==> src/rtl/bdd_pkg.sv <==
// ============================================================================
// bdd_pkg
// Shared types and constants for the box delta decoder.
// ============================================================================
`default_nettype none

package bdd_pkg;

    localparam int FRAC_BITS = 12;
    localparam int ONE       = 1 << FRAC_BITS;
    localparam int DLIM      = 10 << FRAC_BITS;

    localparam logic [30:0] LOG2E_Q30 = 31'd1549082005;
    localparam logic [15:0] EXP_A     = 16'd43024;
    localparam logic [14:0] EXP_B     = 15'd22512;

    localparam logic [15:0] SCALE_RESET = 16'(ONE);

    localparam int CFG_IDX_W = 8;
    localparam logic [CFG_IDX_W-1:0] REG_SCALE_CY = 8'd0;
    localparam logic [CFG_IDX_W-1:0] REG_SCALE_CX = 8'd1;
    localparam logic [CFG_IDX_W-1:0] REG_SCALE_H  = 8'd2;
    localparam logic [CFG_IDX_W-1:0] REG_SCALE_W  = 8'd3;

    typedef struct packed {
        logic signed [15:0] anchor_ymin;
        logic signed [15:0] anchor_xmin;
        logic signed [15:0] anchor_ymax;
        logic signed [15:0] anchor_xmax;
        logic signed [15:0] delta_cy;
        logic signed [15:0] delta_cx;
        logic signed [15:0] delta_h;
        logic signed [15:0] delta_w;
    } in_t;

    typedef struct packed {
        logic [12:0] out_ymin;
        logic [12:0] out_xmin;
        logic [12:0] out_ymax;
        logic [12:0] out_xmax;
    } out_t;

endpackage

`default_nettype wire

==> src/rtl/bdd_axis.sv <==
// ============================================================================
// bdd_axis
// Seven-stage decode pipeline for one axis (corner pair, centre and size).
// ============================================================================
`default_nettype none

module bdd_axis (
    input  wire logic               clk,
    input  wire logic               en,
    input  wire logic signed [15:0] lo,
    input  wire logic signed [15:0] hi,
    input  wire logic signed [15:0] dc_raw,
    input  wire logic signed [15:0] ds_raw,
    input  wire logic        [15:0] sc,
    input  wire logic        [15:0] ss,
    output logic             [12:0] lo_out,
    output logic             [12:0] hi_out
);
    import bdd_pkg::*;

    // stage 1
    logic signed [32:0] dc_p, ds_p, dc_sh, ds_sh;
    logic signed [16:0] dc_next, ds_next;
    logic signed [16:0] s1_dc_reg, s1_ds_reg, s1_size_reg, s1_c2_reg;
    // stage 2
    logic signed [33:0] s2_dcs_reg;
    logic signed [48:0] s2_yp_reg;
    logic signed [16:0] s2_size_reg, s2_c2_reg;
    // stage 3
    logic signed [16:0] y;
    logic        [11:0] f;
    logic        [27:0] s3_p1_reg;
    logic        [23:0] s3_ff_reg;
    logic signed [4:0]  s3_n_reg;
    logic signed [16:0] s3_size_reg;
    logic signed [23:0] s3_nc2_reg;
    // stage 4
    logic        [28:0] msum;
    logic        [12:0] s4_m_reg;
    logic signed [4:0]  s4_n_reg;
    logic signed [16:0] s4_size_reg;
    logic signed [23:0] s4_nc2_reg;
    // stage 5
    logic        [26:0] e_next;
    logic        [26:0] s5_e_reg;
    logic signed [16:0] s5_size_reg;
    logic signed [23:0] s5_nc2_reg;
    // stage 6
    logic signed [44:0] nsz_p;
    logic signed [32:0] s6_nsz_reg;
    logic signed [23:0] s6_nc2_reg;
    // stage 7
    logic signed [34:0] a_sum, b_sum, a_sh, b_sh;
    logic        [12:0] a_cl, b_cl;
    logic        [12:0] lo_reg, hi_reg;

    function automatic logic [12:0] clamp01(input logic signed [34:0] v);
        logic [12:0] r;
        if (v < 0)
            r = '0;
        else if (v > 35'(ONE))
            r = 13'(ONE);
        else
            r = v[12:0];
        return r;
    endfunction

    always_comb
    begin
        dc_p  = dc_raw * $signed({17'd0, sc});
        ds_p  = ds_raw * $signed({17'd0, ss});
        dc_sh = dc_p >>> FRAC_BITS;
        ds_sh = ds_p >>> FRAC_BITS;
        if (dc_sh < -33'(DLIM))
            dc_next = -17'(DLIM);
        else if (dc_sh > 33'(DLIM))
            dc_next = 17'(DLIM);
        else
            dc_next = dc_sh[16:0];
        if (ds_sh < -33'(DLIM))
            ds_next = -17'(DLIM);
        else if (ds_sh > 33'(DLIM))
            ds_next = 17'(DLIM);
        else
            ds_next = ds_sh[16:0];

        y = s2_yp_reg[46:30];
        f = y[11:0];

        msum = 29'(s3_p1_reg) + 29'(s3_ff_reg[23:12] * EXP_B);

        if (s4_n_reg >= 0)
            e_next = 27'(s4_m_reg) << s4_n_reg[3:0];
        else
            e_next = 27'(s4_m_reg) >> 5'(-s4_n_reg);

        nsz_p = s5_size_reg * $signed({1'b0, s5_e_reg});

        a_sum = 35'(s6_nc2_reg) - 35'(s6_nsz_reg);
        b_sum = 35'(s6_nc2_reg) + 35'(s6_nsz_reg);
        a_sh  = a_sum >>> 1;
        b_sh  = b_sum >>> 1;
        a_cl  = clamp01(a_sh);
        b_cl  = clamp01(b_sh);
    end

    always_ff @(posedge clk)
    begin
        if (en)
        begin
            s1_dc_reg   <= dc_next;
            s1_ds_reg   <= ds_next;
            s1_size_reg <= 17'(hi) - 17'(lo);
            s1_c2_reg   <= 17'(hi) + 17'(lo);

            s2_dcs_reg  <= s1_dc_reg * s1_size_reg;
            s2_yp_reg   <= s1_ds_reg * $signed({1'b0, LOG2E_Q30});
            s2_size_reg <= s1_size_reg;
            s2_c2_reg   <= s1_c2_reg;

            s3_p1_reg   <= f * EXP_A;
            s3_ff_reg   <= f * f;
            s3_n_reg    <= y[16:12];
            s3_size_reg <= s2_size_reg;
            s3_nc2_reg  <= 24'(s2_c2_reg) + 24'($signed({s2_dcs_reg[33:12], 1'b0}));

            s4_m_reg    <= 13'(ONE) + 13'(msum[28:16]);
            s4_n_reg    <= s3_n_reg;
            s4_size_reg <= s3_size_reg;
            s4_nc2_reg  <= s3_nc2_reg;

            s5_e_reg    <= e_next;
            s5_size_reg <= s4_size_reg;
            s5_nc2_reg  <= s4_nc2_reg;

            s6_nsz_reg  <= nsz_p[44:12];
            s6_nc2_reg  <= s5_nc2_reg;

            lo_reg      <= a_cl;
            hi_reg      <= (a_cl > b_cl) ? a_cl : b_cl;
        end
    end

    assign lo_out = lo_reg;
    assign hi_out = hi_reg;

endmodule

`default_nettype wire

==> config.mk <==
export PLATFORM = sky130hd
export DESIGN_NAME = bdd_axis
export DESIGN_NICKNAME = d
export VERILOG_FILES = /design/src/rtl/bdd_pkg.sv /design/src/rtl/bdd_axis.sv
export SDC_FILE = /design/constraint.sdc
export NUM_CORES = 2
export LEC_CHECK = 0
export ABC_AREA = 0
export BUFFER_PORTS_ARGS = -buffer_cell sky130_fd_sc_hd__buf_2
export CAP_MARGIN = 30
export CORE_UTILIZATION = 35
export DETAILED_ROUTE_END_ITERATION = 8
export GPL_TIMING_DRIVEN = 0
export SLEW_MARGIN = 40
export SYNTH_ARGS = -nofsm -noshare
export SYNTH_HDL_FRONTEND = slang
export SYNTH_SLANG_ARGS = --single-unit
==> constraint.sdc <==
create_clock -name clk -period 9 [get_ports clk]
set_input_delay 0.45 -clock clk [delete_from_list [all_inputs] [get_ports clk]]
set_output_delay 0.45 -clock clk [all_outputs]
set_load 0.005 [all_outputs]
==> results.md <==
- Status: finished, final reports clean
- Yosys reg bits: 428
- RD Place Congestion: 0.918
- CTS sink count: 428
- Syn Area/Cell: 9.89 µm²
- Simple-gate portion of the synthesized area: 0.133
- Critical path's slowest cell: clkbuf_1
- Post-Synthesis Cells: 7977
- Die extent in y: 477 µm
- Setup crit end: s6_nsz_reg[31]$_DFFE_PP_
- GRT Total Usage: 0.172
- Core box area: 223000 µm²
- Max reg flops: 33
- CTS tree: yes
- Max Root-Sink Buffers: 3
- Tightest Hold Check Type: primary input to flop
- Die W: 477 µm
- Worst-path clk slew: 0.06 ns
- Worst R2R Setup Slack: 0.52 ns
- DR DRC count: 0
- Compound-gate portion of the synthesized area: 0.0638
- Commonest cells after routing, fill and taps aside: 1732 x inv_1, 1384 x fa_1, 1008 x ha_1
- Row cnt: 173
- WL/cell: 17.2 µm
- Dominant cells by area after synthesis: fa_1 35%, edfxtp_1 16%, ha_1 16%
- Fraction of layout cells with a size suffix above 1: 0.0360
- Clock Latency Late Sink: 0.66 ns
- Fill count: 22100
- Antenna violations before repair: 8
- Number of synthesized flops with an enable pin: 428
- Logic depth of the worst path, buffers included: 27
- Synthesis-to-layout area growth: 7.96%
- Cts bufs inserted: 51
- # resized after CTS: 0
- Final setup violation count: 0
- Post-synthesis xor/xnor area fraction: 0.0270
- Grt ovf: 0
- Synthesized-area fraction occupied by adder cells: 0.511
- Hold_buf cts: 0
- CP peak stage delay: 0.59 ns
- Largest net degree at the start of global routing: 78
- Yosys warns: 0
- Final ANT Viol Nets: 0
- Worst EP required: 9.47 ns
- Hold path cells: 1
- Unique masters post-synth: 97
- Largest delay share family, worst path: adder cells
- Worst EP arrival: 8.95 ns
- Main combinational cell family by area after synthesis: adder cells
- Setup_tns: 0 ns
- CP Class: flop to flop
- Root Buffer: clkbuf_16
- Drt total wl: 192000 µm
- Worst-Margin Slew: 0.867 ns
- Final setup margin: 0.521 ns
- Detail Placement HPWL: 163000 µm
- Fmax achieved: 0.118 GHz
- Setup slack at placement: 0.499 ns
- RSZ-0062 raised after global routing: no
- Port-buffer cells: 123
- DRT iter0 DRCs: 3230
- Worst R2R End: s6_nsz_reg[31]$_DFFE_PP_
- Ys flop type: edfxtp_1
- Crit Path Max Fanout: 10
- Top-area cell type share of the netlist area: 0.351
- Startpoint Class: flop
- Crit. Startpoint: s5_size_reg[6]$_DFFE_PP_
- Worst flop-to-flop path startpoint: s5_size_reg[6]$_DFFE_PP_
- Multi-input logic area: 58600 µm²
- Asr flop ratio synth: 0
- Total Die Area: 227000 µm²
- Tmin final: 8.48 ns
- Mux contribution to synthesized area: 0.00804
- Slew HR: 0.418
- Synth area leader: fa_1
- TritonRoute pass-1 iters: 6
- WP buf/inv: 7
- Mapped Nets: 10500
- Most frequent CP cell: fa_1
- First-pass GRT wire length: 314000 µm
- Max_cap viols: 0
- Endpoint class of the critical path: flop
- # H-tree levels: 2
- Total number of vias: 54500
- Seq. cell area: 12900 µm²
- Initial Utilization: 0.354
- Clk_skew: 0.0603 ns
- Slew Viols, Final: 0
- Fin. Hold Viols: 0
- Most common cell after layout, fill and taps aside: inv_1
- Vias in the first global route: 58900
- Synth Cell Area: 78900 µm²
- Post CTS Setup Buffer Count: 0
- Register area share after synthesis: 0.163
- DR vias/cell: 4.88
- I/O pin total: 124
- Worst r2r path cells: 27
- Nets@finish: 10600
- Period Utilization, post-route: 0.942
## cell usage after synthesis, types with 11 or more instances
library cell and instances:
and2_1 581, o211ai_1 14, nand2b_1 89, nand3_1 61, nand4_1 28, clkbuf_1 213
a211oi_1 31, a21oi_1 229, nand2_1 794, nor4_1 22, ha_1 1008, a32oi_1 11
buf_2 15, o31ai_1 19, nor2b_1 62, fa_1 1384, o21a_1 34, a21o_1 87
or3_1 19, or2_2 20, edfxtp_1 428, mux2i_1 42, o21bai_1 42, a31oi_1 25
xnor2_1 178, xor2_1 65, inv_1 1732, nor2_1 285, and3_1 31, mux2_2 13
nor3_1 84, o21ai_0 103
## logic make-up after synthesis
| family | count (synthesis) |
|---|---|
| AO/OA/AOI/OAI | 755 |
| XOR/XNOR | 243 |
| adder cells (fa/ha/maj) | 2392 |
| buffers and inverters | 1982 |
| flip-flops | 428 |
| multiplexers | 58 |
| AND/OR/NAND/NOR | 2119 |
## how the worst min path moves through the flow
stage	startpoint	end	slack, ns
finish	en	s1_ds_reg[2]$_SDFFCE_PP0P_	0.19
global route	en	s1_ds_reg[2]$_SDFFCE_PP0P_	0.18
CTS	en	s1_ds_reg[2]$_SDFFCE_PP0P_	0.14
detailed placement	s2_size_reg[0]$_DFFE_PP_	s3_size_reg[0]$_DFFE_PP_	0.40
global placement	s1_c2_reg[8]$_DFFE_PP_	s2_c2_reg[8]$_DFFE_PP_	0.40
floorplan	s1_c2_reg[10]$_DFFE_PP_	s2_c2_reg[10]$_DFFE_PP_	0.40
## stage by stage
step                      utilization  instance area, µm²  instances  hold WS (ns)
after detailed placement        0.374               83400      11100         0.405
final                           0.382               85200      11200         0.191
after global placement          0.373               83200      11100         0.401
after CTS                       0.382               85200      11200         0.142
after global routing            0.382               85200      11200         0.178
after floorplan                     -               78900       7977         0.400
## final cells by class
type                    count  share of cell area
repair buffers            129             0.00928
diodes                      1           0.0000294
clock inverters            35             0.00520
flip-flops and latches    428               0.151
multi-input cells        5567               0.688
well taps                2975              0.0437
clock buffers              57              0.0152
plain buffers             240              0.0109
inverters                1742              0.0768
## routing by layer
metal / part of all wire / vias to the layer above / routed length, µm / GRT usage
met5: 0 / - / 0 / 0
met4: 0.024 / 0 / 4630 / 0.0431
met3: 0.047 / 267 / 9080 / 0.0170
met2: 0.48 / 1343 / 91600 / 0.294
met1: 0.45 / 27500 / 86500 / 0.231
li1: - / 25400 / - / -
Power is left out: the tool's default activity adds up to more than one toggle a clock period on the data nets, which glitch-free logic cannot reach.
